===== config.mk =====
export PLATFORM = sky130hd
export DESIGN_NAME = modular_exponentiation_core_flat
export DESIGN_NICKNAME = d
export VERILOG_FILES = /design/src/rtl/mexp_pkg.sv /design/src/rtl/mexp_ifs.sv /design/src/rtl/mexp_modmul.sv /design/src/rtl/modular_exponentiation_core.sv /design/src/flat_wrapper.sv
export SDC_FILE = /design/constraint.sdc
export NUM_CORES = 1
export LEC_CHECK = 0
export BUFFER_PORTS_ARGS = -buffer_cell sky130_fd_sc_hd__buf_2
export CAP_MARGIN = 20
export CORE_ASPECT_RATIO = 0.7
export CORE_UTILIZATION = 45
export DETAILED_ROUTE_END_ITERATION = 16
export HOLD_SLACK_MARGIN = 0.15
export SYNTH_ARGS = -nofsm -noshare
export SYNTH_HDL_FRONTEND = slang
export SYNTH_HIERARCHICAL = 1
export SYNTH_SLANG_ARGS = --single-unit

===== constraint.sdc =====
create_clock -name clock -period 10.05 [get_ports clock]
set_clock_uncertainty 0.15 [all_clocks]
set_input_delay 0.5025 -clock clock [delete_from_list [all_inputs] [get_ports clock]]
set_output_delay 0.5025 -clock clock [all_outputs]
set_load 0.01 [all_outputs]

===== src/rtl/mexp_pkg.sv =====
// Shared types, constants and modular add helper for the modular exponentiation core.
`timescale 1ns / 1ps
`default_nettype none
package mexp_pkg;

   localparam int WORD_WIDTH = 32;
   localparam int BIT_W      = $clog2(WORD_WIDTH);
   localparam int CSR_IDX_W  = 2;

   typedef logic [WORD_WIDTH-1:0] word_type;
   typedef logic [BIT_W-1:0]      bit_idx_type;
   typedef logic [CSR_IDX_W-1:0]  csr_idx_type;

   localparam bit_idx_type BIT_LAST = bit_idx_type'(WORD_WIDTH - 1);

   localparam logic OP_ENCRYPT = 1'b0;
   localparam logic OP_DECRYPT = 1'b1;

   localparam csr_idx_type REG_MODULUS     = csr_idx_type'(0);
   localparam csr_idx_type REG_PUBLIC_EXP  = csr_idx_type'(1);
   localparam csr_idx_type REG_PRIVATE_EXP = csr_idx_type'(2);

   // launch of one modular multiply: product = a * b mod modulus, a below modulus
   typedef struct packed {
      logic     start;
      word_type a;
      word_type b;
   } mul_req_type;

   // (a + b) mod m for a, b below m
   function automatic word_type add_mod(input word_type a, input word_type b,
                                        input word_type m);
      logic [WORD_WIDTH:0] sum;
      logic [WORD_WIDTH:0] diff;
      begin
         sum  = {1'b0, a} + {1'b0, b};
         diff = sum - {1'b0, m};
         add_mod = (sum >= {1'b0, m}) ? diff[WORD_WIDTH-1:0] : sum[WORD_WIDTH-1:0];
      end
   endfunction

endpackage
`default_nettype wire


===== src/rtl/mexp_ifs.sv =====
// Request and response channel interfaces.
`timescale 1ns / 1ps
`default_nettype none
interface mexp_req_if import mexp_pkg::*; ();
   logic     valid;
   logic     ready;
   logic     opcode;
   word_type value;
   modport source (output valid, output opcode, output value, input ready);
   modport sink   (input valid, input opcode, input value, output ready);
endinterface

interface mexp_rsp_if import mexp_pkg::*; ();
   logic     valid;
   logic     ready;
   word_type result;
   logic     error;
   modport source (output valid, output result, output error, input ready);
   modport sink   (input valid, input result, input error, output ready);
endinterface
`default_nettype wire


===== src/rtl/mexp_modmul.sv =====
// Bit-serial shift-and-add modular multiplier, one multiplier bit per cycle.
`timescale 1ns / 1ps
`default_nettype none
module mexp_modmul import mexp_pkg::*; (
   input  wire logic        clock,
   input  wire logic        reset,
   input  wire word_type    modulus,
   input  wire mul_req_type req,
   output logic             done,
   output word_type         product
);

   logic        busy_ff, busy_in;
   logic        done_ff, done_in;
   bit_idx_type cnt_ff, cnt_in;
   word_type    a_ff, a_in;
   word_type    b_ff, b_in;
   word_type    m_ff, m_in;
   word_type    acc_ff, acc_in;
   word_type    dbl;
   word_type    addend;

   // double, then add a when the current multiplier bit is set
   assign dbl    = add_mod(acc_ff, acc_ff, m_ff);
   assign addend = b_ff[WORD_WIDTH-1] ? a_ff : '0;

   always_comb begin
      busy_in = busy_ff;
      done_in = 1'b0;
      cnt_in  = cnt_ff;
      a_in    = a_ff;
      b_in    = b_ff;
      m_in    = m_ff;
      acc_in  = acc_ff;
      if (req.start) begin
         busy_in = 1'b1;
         cnt_in  = BIT_LAST;
         a_in    = req.a;
         b_in    = req.b;
         m_in    = modulus;
         acc_in  = '0;
      end else if (busy_ff) begin
         acc_in = add_mod(dbl, addend, m_ff);
         b_in   = {b_ff[WORD_WIDTH-2:0], 1'b0};
         cnt_in = cnt_ff - bit_idx_type'(1);
         if (cnt_ff == '0) begin
            busy_in = 1'b0;
            done_in = 1'b1;
         end
      end
   end

   always_ff @(posedge clock) begin
      if (reset) begin
         busy_ff <= 1'b0;
         done_ff <= 1'b0;
      end else begin
         busy_ff <= busy_in;
         done_ff <= done_in;
      end
      cnt_ff <= cnt_in;
      a_ff   <= a_in;
      b_ff   <= b_in;
      m_ff   <= m_in;
      acc_ff <= acc_in;
   end

   assign done    = done_ff;
   assign product = acc_ff;

endmodule
`default_nettype wire


===== src/rtl/modular_exponentiation_core.sv =====
// Top level: register file, square-and-multiply sequencer and result register.
`timescale 1ns / 1ps
`default_nettype none
// Modular exponentiation core. Each request beat carries an opcode and a 32-bit value;
// encrypt raises the value to the public exponent, decrypt to the private exponent,
// modulo the modulus register, with every product exact. One response beat follows each
// request. A zero modulus, or an encrypt value not below the modulus, returns result 0
// with error set; a zero exponent returns 1. Latency is set by the single bit-serial
// modular multiplier: one product reduces the value, then each of the WORD_WIDTH
// exponent bits costs a square plus a multiply when the bit is set, with one sequencer
// step per bit. Error and zero-exponent requests skip the multiplier and go straight
// to the finish state. The core takes one request at a time; req ready is high only
// while the sequencer is idle, and a finished result sits in the response register so a
// new request can start while it waits to be taken.
// Configuration registers must be written only while the core is idle.
module modular_exponentiation_core import mexp_pkg::*; (
   input  wire logic        clock,
   input  wire logic        reset,
   mexp_req_if.sink         req_chan,
   mexp_rsp_if.source       rsp_chan,
   input  wire logic        csr_we,
   input  wire csr_idx_type csr_index,
   input  wire word_type    csr_wdata
);

   localparam logic [2:0] ST_IDLE   = 3'd0;
   localparam logic [2:0] ST_REDUCE = 3'd1;
   localparam logic [2:0] ST_STEP   = 3'd2;
   localparam logic [2:0] ST_MUL    = 3'd3;
   localparam logic [2:0] ST_SQR    = 3'd4;
   localparam logic [2:0] ST_FIN    = 3'd5;

   // configuration registers
   word_type modulus_ff, modulus_in;
   word_type pub_exp_ff, pub_exp_in;
   word_type priv_exp_ff, priv_exp_in;

   // sequencer
   logic [2:0]  state_ff, state_in;
   bit_idx_type bit_ff, bit_in;
   word_type    exp_ff, exp_in;
   word_type    acc_ff, acc_in;
   word_type    sq_ff, sq_in;
   logic        err_ff, err_in;

   // response register
   logic        rsp_valid_ff, rsp_valid_in;
   word_type    rsp_result_ff, rsp_result_in;
   logic        rsp_error_ff, rsp_error_in;

   mul_req_type mul_req;
   logic        mul_done;
   word_type    mul_product;

   logic        accept;
   logic        slot_free;
   word_type    req_exp;
   logic        req_err;
   word_type    one_mod;

   mexp_modmul u_modmul (
      .clock   (clock),
      .reset   (reset),
      .modulus (modulus_ff),
      .req     (mul_req),
      .done    (mul_done),
      .product (mul_product)
   );

   // register writes; unused index is dropped
   always_comb begin
      modulus_in  = modulus_ff;
      pub_exp_in  = pub_exp_ff;
      priv_exp_in = priv_exp_ff;
      if (csr_we) begin
         unique case (csr_index)
            REG_MODULUS:     modulus_in  = csr_wdata;
            REG_PUBLIC_EXP:  pub_exp_in  = csr_wdata;
            REG_PRIVATE_EXP: priv_exp_in = csr_wdata;
            default: ;
         endcase
      end
   end

   assign accept    = req_chan.valid && req_chan.ready;
   assign slot_free = !rsp_valid_ff || rsp_chan.ready;
   assign req_exp   = (req_chan.opcode == OP_DECRYPT) ? priv_exp_ff : pub_exp_ff;
   assign req_err   = (modulus_ff == '0) ||
                      ((req_chan.opcode == OP_ENCRYPT) && (req_chan.value >= modulus_ff));
   // 1 mod m; zero when the modulus is one
   assign one_mod   = (modulus_ff == word_type'(1)) ? '0 : word_type'(1);

   always_comb begin
      state_in      = state_ff;
      bit_in        = bit_ff;
      exp_in        = exp_ff;
      acc_in        = acc_ff;
      sq_in         = sq_ff;
      err_in        = err_ff;
      mul_req.start = 1'b0;
      mul_req.a     = acc_ff;
      mul_req.b     = sq_ff;
      rsp_valid_in  = rsp_valid_ff && !rsp_chan.ready;
      rsp_result_in = rsp_result_ff;
      rsp_error_in  = rsp_error_ff;

      unique case (state_ff)
         ST_IDLE: begin
            if (accept) begin
               exp_in = req_exp;
               err_in = req_err;
               bit_in = '0;
               if (req_err) begin
                  acc_in   = '0;
                  state_in = ST_FIN;
               end else if (req_exp == '0) begin
                  acc_in   = word_type'(1);
                  state_in = ST_FIN;
               end else begin
                  // reduce the value first: (1 mod m) * value mod m
                  acc_in        = one_mod;
                  mul_req.start = 1'b1;
                  mul_req.a     = one_mod;
                  mul_req.b     = req_chan.value;
                  state_in      = ST_REDUCE;
               end
            end
         end
         ST_REDUCE: begin
            if (mul_done) begin
               sq_in    = mul_product;
               state_in = ST_STEP;
            end
         end
         ST_STEP: begin
            mul_req.start = 1'b1;
            if (exp_ff[bit_ff]) begin
               mul_req.a = acc_ff;
               mul_req.b = sq_ff;
               state_in  = ST_MUL;
            end else begin
               mul_req.a = sq_ff;
               mul_req.b = sq_ff;
               state_in  = ST_SQR;
            end
         end
         ST_MUL: begin
            if (mul_done) begin
               acc_in        = mul_product;
               mul_req.start = 1'b1;
               mul_req.a     = sq_ff;
               mul_req.b     = sq_ff;
               state_in      = ST_SQR;
            end
         end
         ST_SQR: begin
            if (mul_done) begin
               sq_in = mul_product;
               if (bit_ff == BIT_LAST) begin
                  state_in = ST_FIN;
               end else begin
                  bit_in   = bit_ff + bit_idx_type'(1);
                  state_in = ST_STEP;
               end
            end
         end
         ST_FIN: begin
            if (slot_free) begin
               rsp_valid_in  = 1'b1;
               rsp_result_in = acc_ff;
               rsp_error_in  = err_ff;
               state_in      = ST_IDLE;
            end
         end
         default: state_in = ST_IDLE;
      endcase
   end

   always_ff @(posedge clock) begin
      if (reset) begin
         modulus_ff   <= '0;
         pub_exp_ff   <= '0;
         priv_exp_ff  <= '0;
         state_ff     <= ST_IDLE;
         rsp_valid_ff <= 1'b0;
      end else begin
         modulus_ff   <= modulus_in;
         pub_exp_ff   <= pub_exp_in;
         priv_exp_ff  <= priv_exp_in;
         state_ff     <= state_in;
         rsp_valid_ff <= rsp_valid_in;
      end
      bit_ff        <= bit_in;
      exp_ff        <= exp_in;
      acc_ff        <= acc_in;
      sq_ff         <= sq_in;
      err_ff        <= err_in;
      rsp_result_ff <= rsp_result_in;
      rsp_error_ff  <= rsp_error_in;
   end

   assign req_chan.ready  = (state_ff == ST_IDLE);
   assign rsp_chan.valid  = rsp_valid_ff;
   assign rsp_chan.result = rsp_result_ff;
   assign rsp_chan.error  = rsp_error_ff;

endmodule
`default_nettype wire


===== src/flat_wrapper.sv =====
// flat-port wrapper written by rule: the top's interface ports become plain ports
module modular_exponentiation_core_flat import mexp_pkg::*;
  (clock, reset, csr_we, csr_index, csr_wdata, req_chan_valid, req_chan_opcode, req_chan_value, req_chan_ready, rsp_chan_valid, rsp_chan_result, rsp_chan_error, rsp_chan_ready);
  mexp_req_if req_chan_i ();
  mexp_rsp_if rsp_chan_i ();
  input  wire logic clock;
  input  wire logic reset;
  input  wire logic csr_we;
  input  wire csr_idx_type csr_index;
  input  wire word_type csr_wdata;
  input wire logic [$bits(req_chan_i.valid)-1:0] req_chan_valid;
  input wire logic [$bits(req_chan_i.opcode)-1:0] req_chan_opcode;
  input wire logic [$bits(req_chan_i.value)-1:0] req_chan_value;
  output wire logic [$bits(req_chan_i.ready)-1:0] req_chan_ready;
  output wire logic [$bits(rsp_chan_i.valid)-1:0] rsp_chan_valid;
  output wire logic [$bits(rsp_chan_i.result)-1:0] rsp_chan_result;
  output wire logic [$bits(rsp_chan_i.error)-1:0] rsp_chan_error;
  input wire logic [$bits(rsp_chan_i.ready)-1:0] rsp_chan_ready;
  assign req_chan_i.valid = req_chan_valid;
  assign req_chan_i.opcode = req_chan_opcode;
  assign req_chan_i.value = req_chan_value;
  assign req_chan_ready = req_chan_i.ready;
  assign rsp_chan_valid = rsp_chan_i.valid;
  assign rsp_chan_result = rsp_chan_i.result;
  assign rsp_chan_error = rsp_chan_i.error;
  assign rsp_chan_i.ready = rsp_chan_ready;
  modular_exponentiation_core u_core (.clock(clock), .reset(reset), .req_chan(req_chan_i), .rsp_chan(rsp_chan_i), .csr_we(csr_we), .csr_index(csr_index), .csr_wdata(csr_wdata));
endmodule

After elaboration in Yosys (flattened, before gate mapping)
Cells that the tools add are included.
- bitwise logic cells: 2
- muxes and demuxes: 40
- $add $sub $neg: 6
- reductions and logical operators: 26
- $lt $le $gt $ge: 4
- equal/unequal tests: 15
- operators with widths (operator ; count):
    2-to-1 mux 32 bit ; 10
    2-to-1 mux 65 bit ; 4
    one-hot mux 65 bit (3 select lines) ; 1
    adder 32 x 32 -> 33 bit ; 2
    greater-or-equal comparator 33 x 32 -> 1 bit ; 2
    zero test 32 bit ; 2
    2-to-1 mux 64 bit ; 1
    one-hot mux 32 bit (2 select lines) ; 1
    subtractor 32 bit ; 2
    == test 32 x 1 -> 1 bit, second input constant ; 1
    greater-or-equal comparator 32 bit ; 1
    2-to-1 mux 3 bit ; 9
    one-hot mux 3 bit (6 select lines) ; 1
    2-to-1 mux 5 bit ; 3
    AND reduction 2 bit ; 6
    inequality test 2 bit, second input constant ; 5
    one-hot mux 5 bit (2 select lines) ; 1
    2-to-1 mux 1 bit ; 8
    == test 3 x 2 -> 1 bit, second input constant ; 2
    == test 3 bit, second input constant ; 2
    less-than comparator 5 x 6 -> 1 bit, second input constant ; 1
    nonzero test 2 bit ; 3
    adder 5 x 1 -> 5 bit, second input constant ; 1
    binary-select mux 1 bit (select 5 bit) ; 1
    other kinds (18) ; 23
- word-level logic and storage cells: 112
- output and inout port bits: 35
- register bits: 370
- input bits: 72

Depth between registers and ports, before layout
- depth in word-level cells: 7
- mapped depth: 33

Hierarchy
Netlist, hierarchy kept.
- modules (own cells, without submodules) (module ; instances ; area each (sq um) ; sequential area each (sq um) ; cells each):
    modular_exponentiation_core ; 1 ; 10825.4 ; 6055.8 ; 996
    mexp_modmul ; 1 ; 10531.4 ; 3663.5 ; 1100

Worst setup path before layout
Ideal clock, no wire load.
- kind: register to register
- start point: register u_core.u_modmul.m_ff[19]
- end point: register u_core.u_modmul.acc_ff[18], in the netlist u_core/u_modmul/product[18]
- arrival: 6586 ps
- buffers on the path: 1
- period minus slack after synthesis: 6827 ps
- path slack: 3223 ps
- required time: 9809 ps
- cell stages (with the launch flop): 31
- cell sequence: edfxtp_1 -> inv_1 -> ha_1 -> a21oi_1 -> o211ai_1 -> a221oi_1 -> o21ai_1 -> o21ai_1 -> and2_1 -> o2111ai_2 -> a41oi_2 -> buf_4 -> mux2_1 -> fa_1 -> a211oi_1 -> o211ai_1 -> a31oi_1 -> o21bai_1 -> a21o_1 -> a21oi_1 -> xnor2_1 -> ha_1 -> nand4_1 -> a211o_1 -> a31o_1 -> a21oi_4 -> o21ai_2 -> a22oi_4 -> nor2_4 -> or4_1 -> a311oi_1
- cells in the longest elaborated chain, start to end: 5
- RTL lines (what ; line ; RTL):
    start, declared ; mexp_modmul.sv:18 ; word_type m_ff, m_in;
    start signal, assigned ; mexp_modmul.sv:64 ; m_ff <= m_in;
    greater-or-equal comparator 33 x 32 -> 1 bit / subtractor 32 bit (equally long branches) ; mexp_pkg.sv:38, mexp_pkg.sv:37 ;
    2-to-1 mux 32 bit ; mexp_pkg.sv:38 ; add_mod = (sum >= {1'b0, m}) ? diff[WORD_WIDTH-1:0] : sum[WORD_WIDTH-1:0];
    adder 32 x 32 -> 33 bit ; mexp_pkg.sv:36 ; sum = {1'b0, a} + {1'b0, b};
    subtractor 32 bit / greater-or-equal comparator 33 x 32 -> 1 bit (equally long branches) ; mexp_pkg.sv:37, mexp_pkg.sv:38 ;
    2-to-1 mux 32 bit (*) ; mexp_pkg.sv:38 ;
    end signal, assigned ; mexp_modmul.sv:65 ; acc_ff <= acc_in;
    end, declared ; mexp_modmul.sv:19 ; word_type acc_ff, acc_in;
Mark *: on every way between the ends. The rest lies on a longest branch, timed or not.
A chain may end at the register's enable or synchronous reset.

Final worst setup path
- start point: register u_core.u_modmul.m_ff[19]
- end point: register u_core.u_modmul.acc_ff[5], in the netlist u_core/u_modmul/product[5]
Same word-level chain as after synthesis.

==> impl_metrics.env <==
export IMPL_status="completed"
export IMPL_maxCapViolations=0
export IMPL_crit_fanout=22
export IMPL_synth_main_ff_cell="edfxtp_1"
export IMPL_clock_fmax_mhz=107
export IMPL_rsz0062_at_grt="false"
export IMPL_synth_simple_area_share=0.143
export IMPL_grt_pass1_wl_um=101000
export IMPL_dieWidth_um=262
export IMPL_grt_pass1_vias=15871
export IMPL_synth_cell_types=94
export IMPL_drive_above_1_share=0.146
export IMPL_core_area_um2=46700
export IMPL_finalMaxSlewViolations=0
export IMPL_synth_xor_area_frac=0.0336
export IMPL_netlist_top_cells_area="edfxtp_1 32%, dfxtp_1 13%, ha_1 7.7%"
export IMPL_grtUsageTotal=0.279
export IMPL_io_buffers=106
export IMPL_drc=0
export IMPL_final_cells=2851
export IMPL_io_pins=107
export IMPL_setup_viol_count_final=0
export IMPL_finalWirelength_um=68600
export IMPL_syn_inst=2096
export IMPL_mappedNetlistNets=2302
export IMPL_setup_slack_ns=0.690
export IMPL_synthAdderAreaFrac=0.0796
export IMPL_cts_buffers=40
export IMPL_synth_seq_area_share=0.455
export IMPL_synth_warnings=6
export IMPL_worstSetupPathType="flip-flop to flip-flop"
export IMPL_overflow=0
export IMPL_path_clk_slew_ns=0.06
export IMPL_vias=17262
export IMPL_async_reset_ff_frac=0
export IMPL_placed_cells=2745
export IMPL_fin_crit_sh=0.931
export IMPL_finalNetCount=2414
export IMPL_synth_common_cells="287 x nand2_1, 231 x edfxtp_1, 198 x a21oi_1"
export IMPL_crit_arrival_ns=9.60
export IMPL_synth_top_area_frac=0.325
export IMPL_clock_sinks=370
export IMPL_cts_root_buf="clkbuf_16"
export IMPL_synth_mux_area_frac=0.0857
export IMPL_critPathMostFrequentCell="a21o_1"
export IMPL_cts_resized=0
export IMPL_cts_setup_buffers=0
export IMPL_fin_setup_tns_ns=0
export IMPL_relSlewSlack=0.255
export IMPL_yosys_cell_count_top_type="nand2_1"
export IMPL_grt_max_degree=59
export IMPL_max_stage_delay_ns=0.86
export IMPL_gp_congestion=1.01
export IMPL_cp_required_ns=10.29
export IMPL_synth_avg_cell_area_um2=10.2
export IMPL_chipHeight_um=184
export IMPL_area_growth_pct=13.0
export IMPL_initialDrtViolationCount=1873
export IMPL_synth_area_um2=21400
export IMPL_postCtsHoldBufs=32
export IMPL_die_area_um2=48300
export IMPL_cp_slowest_cell="a41oi_4"
export IMPL_fin_crit_ns=9.36
export IMPL_hold_path_class="input port to flip-flop"
export IMPL_synth_seq_cells=370
export IMPL_yosys_area_top_type="edfxtp_1"
export IMPL_dp_slack_ns=0.982
export IMPL_hpwlAfterDp_um=50300
export IMPL_antenna_found_initial=3
export IMPL_synth_edf_count=231
export IMPL_cts_buffer_depth=3
export IMPL_vias_per_cell=6.05
export IMPL_seq_area_um2=9720
export IMPL_cp_start_kind="flip-flop"
export IMPL_rows=66
export IMPL_r2r_slack_ns=0.69
export IMPL_htreeDepth=2
export IMPL_synth_compound_area_frac=0.166
export IMPL_worst_slew_pin_slew_ns=1.12
export IMPL_first_pass_iters=6
export IMPL_cts_tree="built"
export IMPL_drt_wirelength_per_cell_um=24.1
export IMPL_nFillCells=4230
export IMPL_initial_utilization=0.458
export IMPL_multiInputGateArea_um2=10900
export IMPL_critPathCaptureType="flip-flop"
export IMPL_clk_latency_ns=0.55
export IMPL_synth_top_family_by_area="compound AO/OA/AOI/OAI gates"
export IMPL_hold_violations=0
export IMPL_antenna_left=0
logic make-up after synthesis:
group,Yosys count
simple gates,640
compound gates,527
flops,370
buf+inv,184
mux,159
fa+ha+maj,134
xor+xnor,82
per-stage QoR:
step	hold WS, ns	util	area [um2]
2_1_floorplan	0.250	-	21400
3_3_place_gp	0.253	0.481	22500
3_5_place_dp	0.278	0.481	22500
4_1_cts	0.196	0.517	24100
5_1_grt	0.204	0.517	24100
6_report	0.186	0.517	24100
worst max-delay path: cells and delay by family, from the launching register on:
kind                     cells  cell delay (ns)
XOR/XNOR                     1             0.26
adder cells (fa/ha/maj)      3             1.16
flip-flops                   1             0.37
AO/OA/AOI/OAI               17             4.53
AND/OR/NAND/NOR              5             1.45
buffers and inverters        2             0.53
multiplexers                 2             0.71
cell type report:
cell class,instances,share of cell area
Antenna cell,2,0.000207
Clock buffer,57,0.0480
Timing Repair Buffer,163,0.0430
Tap cell,612,0.0317
Sequential cell,370,0.403
Multi-Input combinational cell,1542,0.452
Clock inverter,14,0.00793
Inverter,91,0.0142
cells in the final DEF, fill, tap and decap left out, types with 6 or more instances in the layout:
master	n
nand3b_1	7
and2_1	41
a31oi_1	8
buf_2	105
xor2_1	32
ha_1	131
nand3_1	30
a21o_1	40
nand2b_1	23
o21bai_1	16
and3_1	50
a311oi_1	9
nor2b_1	8
dlygate4sd3_1	32
a211oi_1	20
buf_4	25
nand2_1	286
clkbuf_16	42
a21oi_1	197
nor4_1	19
inv_1	91
mux2_2	88
o31ai_1	6
o21ai_0	64
clkbuf_1	10
nor3_1	26
dfxtp_1	139
mux2_1	37
nor2_1	89
o211ai_1	17
a22o_1	29
nand4_1	20
edfxtp_1	231
xnor2_1	50
o21a_1	16
mux2i_1	28
and4_1	6
or3_1	7
a31o_1	31
a31o_2	6
flip-flops by register name, indices dropped and copies added (netlist names):
name                     count
u_core/rsp_chan.valid        1
u_core/modulus_ff           32
u_core/exp_ff               32
u_core/u_modmul/cnt_ff       5
u_core/u_modmul/done         1
u_core/err_ff                1
u_core/rsp_chan.error        1
u_core/u_modmul/b_ff        32
u_core/u_modmul/product     32
u_core/u_modmul/a_ff        32
u_core/state_ff              3
u_core/sq_ff                32
u_core/rsp_chan.result      32
u_core/priv_exp_ff          32
u_core/u_modmul/busy_ff      1
u_core/pub_exp_ff           32
u_core/bit_ff                5
u_core/u_modmul/m_ff        32
u_core/acc_ff               32
layer usage:
layer | vias up | share of wire | track usage
met5 | - | 0 | 0
met4 | 0 | 0.021 | 0.0722
met3 | 85 | 0.085 | 0.0469
met2 | 801 | 0.41 | 0.390
met1 | 8421 | 0.49 | 0.436
li1 | 7955 | - | -
worst paths after layout:
path / startpoint / to / cells past startpoint
worst max-delay path: u_core/u_modmul/m_ff[19] / u_core/u_modmul/product[5] / 30
worst min register to register: u_core/err_ff / u_core/rsp_chan.error / 0
worst min-delay path: rsp_chan_ready / u_core/rsp_chan.valid / 3
worst max register to register: u_core/u_modmul/m_ff[19] / u_core/u_modmul/product[5] / 30
Power is not shown: default switching activity piles up to over one toggle a cycle in this logic, so the estimate is an artifact.
